$ cat src/wgm_pkg.sv
// ---------------------------------------------------------------------------
// wgm_pkg: shared types and constants for the wildcard glob matcher
// Pattern store size, request modes, special pattern bytes, cell control.
// ---------------------------------------------------------------------------
`default_nettype none

package wgm_pkg;

  localparam int unsigned MAX_PATTERN = 32;
  localparam int unsigned LEN_W       = $clog2(MAX_PATTERN + 1);

  localparam logic [7:0] STAR_BYTE = 8'h2A;
  localparam logic [7:0] ANY_BYTE  = 8'h3F;
  localparam logic [7:0] DOT_BYTE  = 8'h2E;

  typedef enum logic [1:0] {
    MODE_APPEND = 2'd0,
    MODE_TEXT   = 2'd1,
    MODE_END    = 2'd2,
    MODE_CLEAR  = 2'd3
  } mode_e;

  // broadcast to every cell
  typedef struct packed {
    logic       step;     // text byte taken this cycle
    logic       restart;  // back to start position only
    logic [7:0] sym;      // pattern or text byte
  } cell_ctl_t;

endpackage

`default_nettype wire

$ cat src/wgm_if.sv
// ---------------------------------------------------------------------------
// wgm_in_if / wgm_out_if: request and result channels
// Valid/ready handshake with the matcher payload fields.
// ---------------------------------------------------------------------------
`default_nettype none

interface wgm_in_if;
  logic       valid;
  logic       ready;
  logic [1:0] mode;
  logic [7:0] symbol;

  modport source (output valid, output mode, output symbol, input ready);
  modport sink   (input valid, input mode, input symbol, output ready);
endinterface

interface wgm_out_if;
  logic valid;
  logic ready;
  logic matched;
  logic pattern_overflow;

  modport source (output valid, output matched, output pattern_overflow, input ready);
  modport sink   (input valid, input matched, input pattern_overflow, output ready);
endinterface

`default_nettype wire

$ cat src/wgm_cell.sv
// ---------------------------------------------------------------------------
// wgm_cell: one pattern position of the matcher
// Holds pattern byte p and the active flag of position p+1.
// ---------------------------------------------------------------------------
`default_nettype none

module wgm_cell
  import wgm_pkg::*;
(
  input  wire logic      clk_i,
  input  wire logic      rst_ni,
  input  wire cell_ctl_t ctl_i,
  input  wire logic      wr_en_i,   // load pattern byte into this cell
  input  wire logic      vld_i,     // cell lies inside the pattern
  input  wire logic      closed_i,  // closed active flag of position p
  input  wire logic      keep_i,    // star self-loop from the next cell
  output logic           keep_o,    // star self-loop back to position p
  output logic           star_o,    // live star, for the closure
  output logic           act_o      // raw active flag of position p+1
);

  logic [7:0] byte_q;
  logic       act_q, act_d;
  logic       hit, adv;

  always_ff @(posedge clk_i) begin
    if (wr_en_i) begin
      byte_q <= ctl_i.sym;
    end
  end

  assign star_o = vld_i && (byte_q == STAR_BYTE);
  assign hit    = (byte_q == ctl_i.sym) || ((byte_q == ANY_BYTE) && (ctl_i.sym != DOT_BYTE));
  assign adv    = closed_i && vld_i && !star_o && hit;
  assign keep_o = closed_i && star_o;

  always_comb begin
    act_d = act_q;
    if (ctl_i.restart) begin
      act_d = 1'b0;
    end else if (ctl_i.step) begin
      act_d = adv || keep_i;
    end
  end

  always_ff @(posedge clk_i or negedge rst_ni) begin
    if (!rst_ni) begin
      act_q <= 1'b0;
    end else begin
      act_q <= act_d;
    end
  end

  assign act_o = act_q;

endmodule

`default_nettype wire

$ cat src/wildcard_glob_matcher.sv
// ---------------------------------------------------------------------------
// wildcard_glob_matcher: streaming glob matcher over a row of pattern cells
// Pattern bytes load into cells; text bytes step a bit-parallel NFA.
// ---------------------------------------------------------------------------
// Result: an end-of-text request shows its result in the cycle after acceptance.
// Throughput: one request per cycle in all modes unless stalled; text bytes step the cells.
// Result is held in an output register; requests keep flowing while it waits
// unless the result register is full and stalled.
// Reset: pattern empty, overflow clear, only the start position active.
`default_nettype none

module wildcard_glob_matcher
  import wgm_pkg::*;
(
  input  wire logic clk_i,
  input  wire logic rst_ni,
  wgm_in_if.sink    in_i,
  wgm_out_if.source out_o
);

  localparam int unsigned N = MAX_PATTERN;

  // request decode
  logic  acc;
  mode_e mode;
  assign mode = mode_e'(in_i.mode);
  assign acc  = in_i.valid && in_i.ready;

  // pattern length and overflow
  logic [LEN_W-1:0] len_q, len_d;
  logic             ovf_q, ovf_d;
  logic             full;
  assign full = (len_q == LEN_W'(N));

  // position 0 lives here, positions 1..N in the cells
  logic pos0_q, pos0_d;

  // output register
  logic out_valid_q, out_valid_d;
  logic matched_q, matched_d;
  logic ovfo_q;

  cell_ctl_t ctl;
  logic [N-1:0] wr_en, vld, star, act_c;
  logic [N:0]   keep;   // keep[p] targets position p; keep[N] unused tail
  logic [N:0]   act_s, star_m, gen, carry, closed;

  assign in_i.ready = !out_valid_q || out_o.ready;

  always_comb begin
    ctl.sym     = in_i.symbol;
    ctl.step    = acc && (mode == MODE_TEXT);
    ctl.restart = acc && (mode != MODE_TEXT);
  end

  for (genvar p = 0; p < N; p++) begin : g_row
    assign wr_en[p] = acc && (mode == MODE_APPEND) && (len_q == LEN_W'(p));
    assign vld[p]   = LEN_W'(p) < len_q;

    wgm_cell u_cell (
      .clk_i    (clk_i),
      .rst_ni   (rst_ni),
      .ctl_i    (ctl),
      .wr_en_i  (wr_en[p]),
      .vld_i    (vld[p]),
      .closed_i (closed[p]),
      .keep_i   (keep[p+1]),
      .keep_o   (keep[p]),
      .star_o   (star[p]),
      .act_o    (act_c[p])
    );
  end

  assign keep[N] = 1'b0;

  // Star closure as a carry chain: a live star propagates an active flag
  // one position up, and runs of stars ripple like a carry.
  assign act_s  = {act_c, pos0_q};
  assign star_m = {1'b0, star};
  assign gen    = act_s & star_m;
  assign carry  = (gen + star_m) ^ gen ^ star_m;
  assign closed = act_s | carry;

  always_comb begin
    len_d       = len_q;
    ovf_d       = ovf_q;
    pos0_d      = pos0_q;
    out_valid_d = out_valid_q && !out_o.ready;
    matched_d   = !ovf_q && closed[len_q];
    if (acc) begin
      unique case (mode)
        MODE_APPEND: begin
          if (full) begin
            ovf_d = 1'b1;
          end else begin
            len_d = len_q + LEN_W'(1);
          end
          pos0_d = 1'b1;
        end
        MODE_TEXT: begin
          pos0_d = keep[0];
        end
        MODE_END: begin
          out_valid_d = 1'b1;
          pos0_d      = 1'b1;
        end
        MODE_CLEAR: begin
          len_d  = '0;
          ovf_d  = 1'b0;
          pos0_d = 1'b1;
        end
        default: begin
          pos0_d = 1'b1;
        end
      endcase
    end
  end

  always_ff @(posedge clk_i or negedge rst_ni) begin
    if (!rst_ni) begin
      len_q       <= '0;
      ovf_q       <= 1'b0;
      pos0_q      <= 1'b1;
      out_valid_q <= 1'b0;
    end else begin
      len_q       <= len_d;
      ovf_q       <= ovf_d;
      pos0_q      <= pos0_d;
      out_valid_q <= out_valid_d;
    end
  end

  // result payload, loaded on end of text
  always_ff @(posedge clk_i) begin
    if (acc && (mode == MODE_END)) begin
      matched_q <= matched_d;
      ovfo_q    <= ovf_q;
    end
  end

  assign out_o.valid            = out_valid_q;
  assign out_o.matched          = matched_q;
  assign out_o.pattern_overflow = ovfo_q;

  // length never runs past the store
  a_len_bound : assert property (@(posedge clk_i) disable iff (!rst_ni)
    len_q <= LEN_W'(N))
    else $error("pattern length beyond store");

  // overflow only sets on an append into a full store
  a_ovf_cause : assert property (@(posedge clk_i) disable iff (!rst_ni)
    $rose(ovf_q) |-> $past(acc && (mode == MODE_APPEND) && full))
    else $error("overflow set without a full append");

  // an accepted end of text always yields a result next cycle
  a_end_result : assert property (@(posedge clk_i) disable iff (!rst_ni)
    (acc && (mode == MODE_END)) |=> out_valid_q)
    else $error("end of text gave no result");

  // overflow forces no match
  a_ovf_nomatch : assert property (@(posedge clk_i) disable iff (!rst_ni)
    (out_valid_q && ovfo_q) |-> !matched_q)
    else $error("match reported with overflow");

endmodule

`default_nettype wire

$ cat src/flat_wrapper.sv
// flat-port wrapper written by rule: the top's interface ports become plain ports
module wildcard_glob_matcher_flat import wgm_pkg::*;
  (clk_i, rst_ni, in_i_valid, in_i_mode, in_i_symbol, in_i_ready, out_o_valid, out_o_matched, out_o_pattern_overflow, out_o_ready);
  wgm_in_if in_i_i ();
  wgm_out_if out_o_i ();
  input  wire logic clk_i;
  input  wire logic rst_ni;
  input wire logic [$bits(in_i_i.valid)-1:0] in_i_valid;
  input wire logic [$bits(in_i_i.mode)-1:0] in_i_mode;
  input wire logic [$bits(in_i_i.symbol)-1:0] in_i_symbol;
  output wire logic [$bits(in_i_i.ready)-1:0] in_i_ready;
  output wire logic [$bits(out_o_i.valid)-1:0] out_o_valid;
  output wire logic [$bits(out_o_i.matched)-1:0] out_o_matched;
  output wire logic [$bits(out_o_i.pattern_overflow)-1:0] out_o_pattern_overflow;
  input wire logic [$bits(out_o_i.ready)-1:0] out_o_ready;
  assign in_i_i.valid = in_i_valid;
  assign in_i_i.mode = in_i_mode;
  assign in_i_i.symbol = in_i_symbol;
  assign in_i_ready = in_i_i.ready;
  assign out_o_valid = out_o_i.valid;
  assign out_o_matched = out_o_i.matched;
  assign out_o_pattern_overflow = out_o_i.pattern_overflow;
  assign out_o_i.ready = out_o_ready;
  wildcard_glob_matcher u_core (.clk_i(clk_i), .rst_ni(rst_ni), .in_i(in_i_i), .out_o(out_o_i));
endmodule
$ cat config.mk
export PLATFORM = sky130hd
export DESIGN_NAME = wildcard_glob_matcher_flat
export DESIGN_NICKNAME = d
export VERILOG_FILES = /design/src/wgm_pkg.sv /design/src/wgm_if.sv /design/src/wgm_cell.sv /design/src/wildcard_glob_matcher.sv /design/src/flat_wrapper.sv
export SDC_FILE = /design/constraint.sdc
export NUM_CORES = 1
export LEC_CHECK = 0
export BUFFER_PORTS_ARGS = -buffer_cell sky130_fd_sc_hd__buf_2
export CORE_MARGIN = 4
export CORE_UTILIZATION = 40
export DETAILED_ROUTE_END_ITERATION = 7
export PLACE_DENSITY = 0.66
export SKIP_LAST_GASP = 1
export SYNTH_ARGS = -nofsm -noshare
export SYNTH_HDL_FRONTEND = slang
export SYNTH_SLANG_ARGS = --single-unit
$ cat constraint.sdc
create_clock -name clk_i -period 11.09 [get_ports clk_i]
set_input_delay 0.5545 -clock clk_i [delete_from_list [all_inputs] [get_ports clk_i]]
set_output_delay 0.5545 -clock clk_i [all_outputs]
set_load 0.02 [all_outputs]
==> results_dict.tcl <==
set metrics [dict create \
    crit_fanout 25 \
    finalCriticalPeriod_ps 5320 \
    final_cell_area_sq_mm 0.0183 \
    setup_viol 0 \
    status "finished, final reports clean" \
    wl_per_cell_microns 22.3 \
    pwr-share-comb_pct 9.7 \
    cp-end-kind "flop" \
    syn_avg_cell_area_sq_um 10.9 \
    worstSetupPathType "reg2reg" \
    core-area_sq_mm 0.0409 \
    globalRouteOverflowTotal 0 \
    hold_viol 0 \
    start_kind "flop" \
    cp_slowest_cell "dfrtp_1" \
    drtIter0Drc 1162 \
    ctsResizeCount 0 \
    synth_common_cells "edfxtp_1 (258), xnor2_1 (177), nor2_1 (122), nand4_1 (95), nand2_1 (91)" \
    grt_pass1_wl_mm 72.1 \
    synth_ff_type "edfxtp_1" \
    clock.fmax_mhz 188 \
    die_area_sq_mm 0.0449 \
    cts_tree "built" \
    synth_top_area_share_pct 46.6 \
    fin_setup_tns_ps 0 \
    clock_sinks 299 \
    grt_max_degree 42 \
    via_per_inst 6.07 \
    drive_gt1_share_pct 8.06 \
    drv_slew 0 \
    clockBufferDepth 3 \
    wl_mm 46.5 \
    seq_area_frac_synth_pct 52.8 \
    synth_area_leaders "edfxtp_1 (47%), xnor2_1 (9.3%), dfrtp_1 (6.0%)" \
    swShare_pct 24.8 \
    io_buffer_count 17 \
    dp_hpwl_mm 31.6 \
    fillCellCount 3793 \
    p_clk_share_pct 41.7 \
    hold_class "in2async" \
    synth.most_common_cell "edfxtp_1" \
    yosys_warnings 0 \
    nets 1544 \
    start_util_pct 40.6 \
    ctsRootBufferMaster "clkbuf_16" \
    post_dp_cell_area_sq_mm 0.0172 \
    syn2layout_area_growth_pct 10.1 \
    synth_top_cell_by_area "edfxtp_1" \
    path_cells "clkinv_1, ha_1, nand2b_1, a21oi_1, nor4_1, nand4_1, a2111oi_2, nor4_2, nand2_1, nor2_1, o21ai_0, o211ai_1, a2111o_1, o21ai_1" \
    critPathMaxStageDelay_ps 880 \
    p_sw_uw 641 \
    rows 74 \
    finalClockSkew_ps 21.4 \
    grt_pass1_vias 12700 \
    synth-edff-count 258 \
    rsz0062_at_grt "false" \
    tightestPinTransition_ps 1400 \
    gp_congestion 0.995 \
    postSynth.asyncResetShare_pct 13.7 \
    antennaDiodeCount 0 \
    synth_area_sq_mm 0.0166 \
    hold_buffers 0 \
    cts_setup_buffers 0 \
    finalWorstSetupSlack_ps 5770 \
    ir_drop_uv 117 \
    syn_nets 1539 \
    clkTransAtPathRegs_ps 60 \
    leakage_nw 5.74 \
    drcViolationCount 0 \
    internal_power_mw 1.94 \
    maxCapViolations 0 \
    die_h_microns 212 \
    synth_cell_type_count 98 \
    cts_buffers 35 \
    place_ws_ps 6000 \
    slew_headroom_pct 5.85 \
    post-route-period-util_pct 47.9 \
    cp.required_ps 11460 \
    worstSkewPairLatency_ps 530 \
    powerDensity_mw_per_mm2 141 \
    die_w_microns 212 \
    synthCells 1521 \
    dr.pass1.iters 5 \
    grt_use_total_pct 20.4 \
    place_inst 2021 \
    h-tree-depth 2 \
    vias 12600 \
    stdcell_count 2082 \
    finalHoldWorstSlack_ps 234 \
    p_seq_share_pct 48.6 \
    yosys_register_bits 299 \
    ios 18 \
    critical_path_arrival_ps 5690 \
    antenna_found_initial 0 \
    final_antenna_net_count 0 \
]
-- layout by cell type (no fill, tap or decap), types with 9 or more instances in the layout --
cell | synthesis | routed
o22ai_1 | 25 | 25
nand4_1 | 95 | 95
nor4bb_1 | 9 | 9
nor3_1 | 57 | 57
inv_1 | 33 | 33
nor4b_1 | 9 | 9
nand2_1 | 91 | 91
edfxtp_1 | 258 | 258
o211ai_1 | 13 | 13
nand3_1 | 43 | 43
o21ai_0 | 63 | 63
dfrtp_1 | 40 | 40
nor4_1 | 43 | 43
a21o_1 | 9 | 9
o31ai_1 | 11 | 11
or3_1 | 11 | 11
clkbuf_16 | 0 | 35
a21oi_1 | 64 | 64
buf_2 | 10 | 9
buf_4 | 1 | 27
nand2b_1 | 12 | 12
xnor2_1 | 177 | 177
a31oi_1 | 11 | 11
nor2_1 | 122 | 122
xor2_1 | 81 | 81
and2_1 | 9 | 9
and3_1 | 18 | 18
-- routing by layer --
layer  vias to the layer above  routed length (microns)  part of all wire (%)  GRT usage [%]
li1                       5755                        -                     -              -
met1                      6250                    20000                    43           27.6
met2                       508                    21400                    46           32.8
met3                       117                     3210                   6.9           3.36
met4                         0                     1800                   3.9           8.13
met5                         -                        0                     0              0
-- kinds of logic (layout without fill, tap and decap cells) --
kind of cell	count (synthesis)	count (layout)	share of synthesized area, %
AOI/OAI and AO/OA	282	282	11.7
xor gates and xnor gates	258	258	13.6
adders and majority gates	4	4	0.301
buffers and inverters	103	132	2.69
DFF	299	299	52.8
and+or+nand+nor	574	574	18.9
muxes	1	1	0.0603
-- critical path: cells and delay by family, from the launching register on --
family,cells,cell delay [ps]
compound gates,6,1610
fa+ha+maj,1,500
buf+inv,1,570
flops,1,880
simple gates,6,1570
-- state kept, by name, summed over array words and instances, names as in the netlist --
name	cells
u_core.g_row.u_cell.byte_q	256
u_core.out_o.matched	1
u_core.g_row.u_cell.act_o	32
u_core.ovf_q	1
u_core.out_o.valid	1
u_core.out_o.pattern_overflow	1
u_core.len_q	6
u_core.pos0_q	1
-- worst paths after layout --
check	from	endpoint	slack (ps)	depth (start not counted)
min in group clk_i	in_i_mode[0]	u_core.out_o.valid	370	2
max reg2reg	u_core.len_q[0]	u_core.out_o.matched	5770	14
max	u_core.len_q[0]	u_core.out_o.matched	5770	14
min reg2reg	u_core.g_row[31].u_cell.act_o	u_core.g_row[31].u_cell.act_o	480	1
min	rst_ni	u_core.g_row[13].u_cell.act_o	230	1
max in group asynchronous	rst_ni	u_core.g_row[18].u_cell.act_o	10190	1
-- per-stage QoR --
step	util [%]	power (mW)
floorplan	-	1.44
detailed placement	42.1	1.52
finish	44.7	2.58
global placement	42.1	1.52
CTS	44.7	2.59
global route	44.7	2.67
-- power groups by stage --
stage	Sequential (mW)	Clock [mW]	Combinational (mW)
after floorplan	1.27	0	0.172
after CTS	1.25	1.09	0.247
after detailed placement	1.28	0	0.246
after global placement	1.28	0	0.242
final	1.25	1.08	0.250
after global routing	1.25	1.14	0.271
-- layout make-up --
type / count / area (sq um) / share of cell area, %
Timing Repair Buffer: 36 / 248 / 1.35
Clock buffer: 43 / 906 / 4.95
Clock inverter: 18 / 166 / 0.910
Tap cell: 532 / 666 / 3.64
Multi-Input combinational cell: 1119 / 7400 / 40.4
Inverter: 35 / 131 / 0.718
Sequential cell: 299 / 8770 / 48.0
No activity file was read; power rests on OpenSTA's default activity.
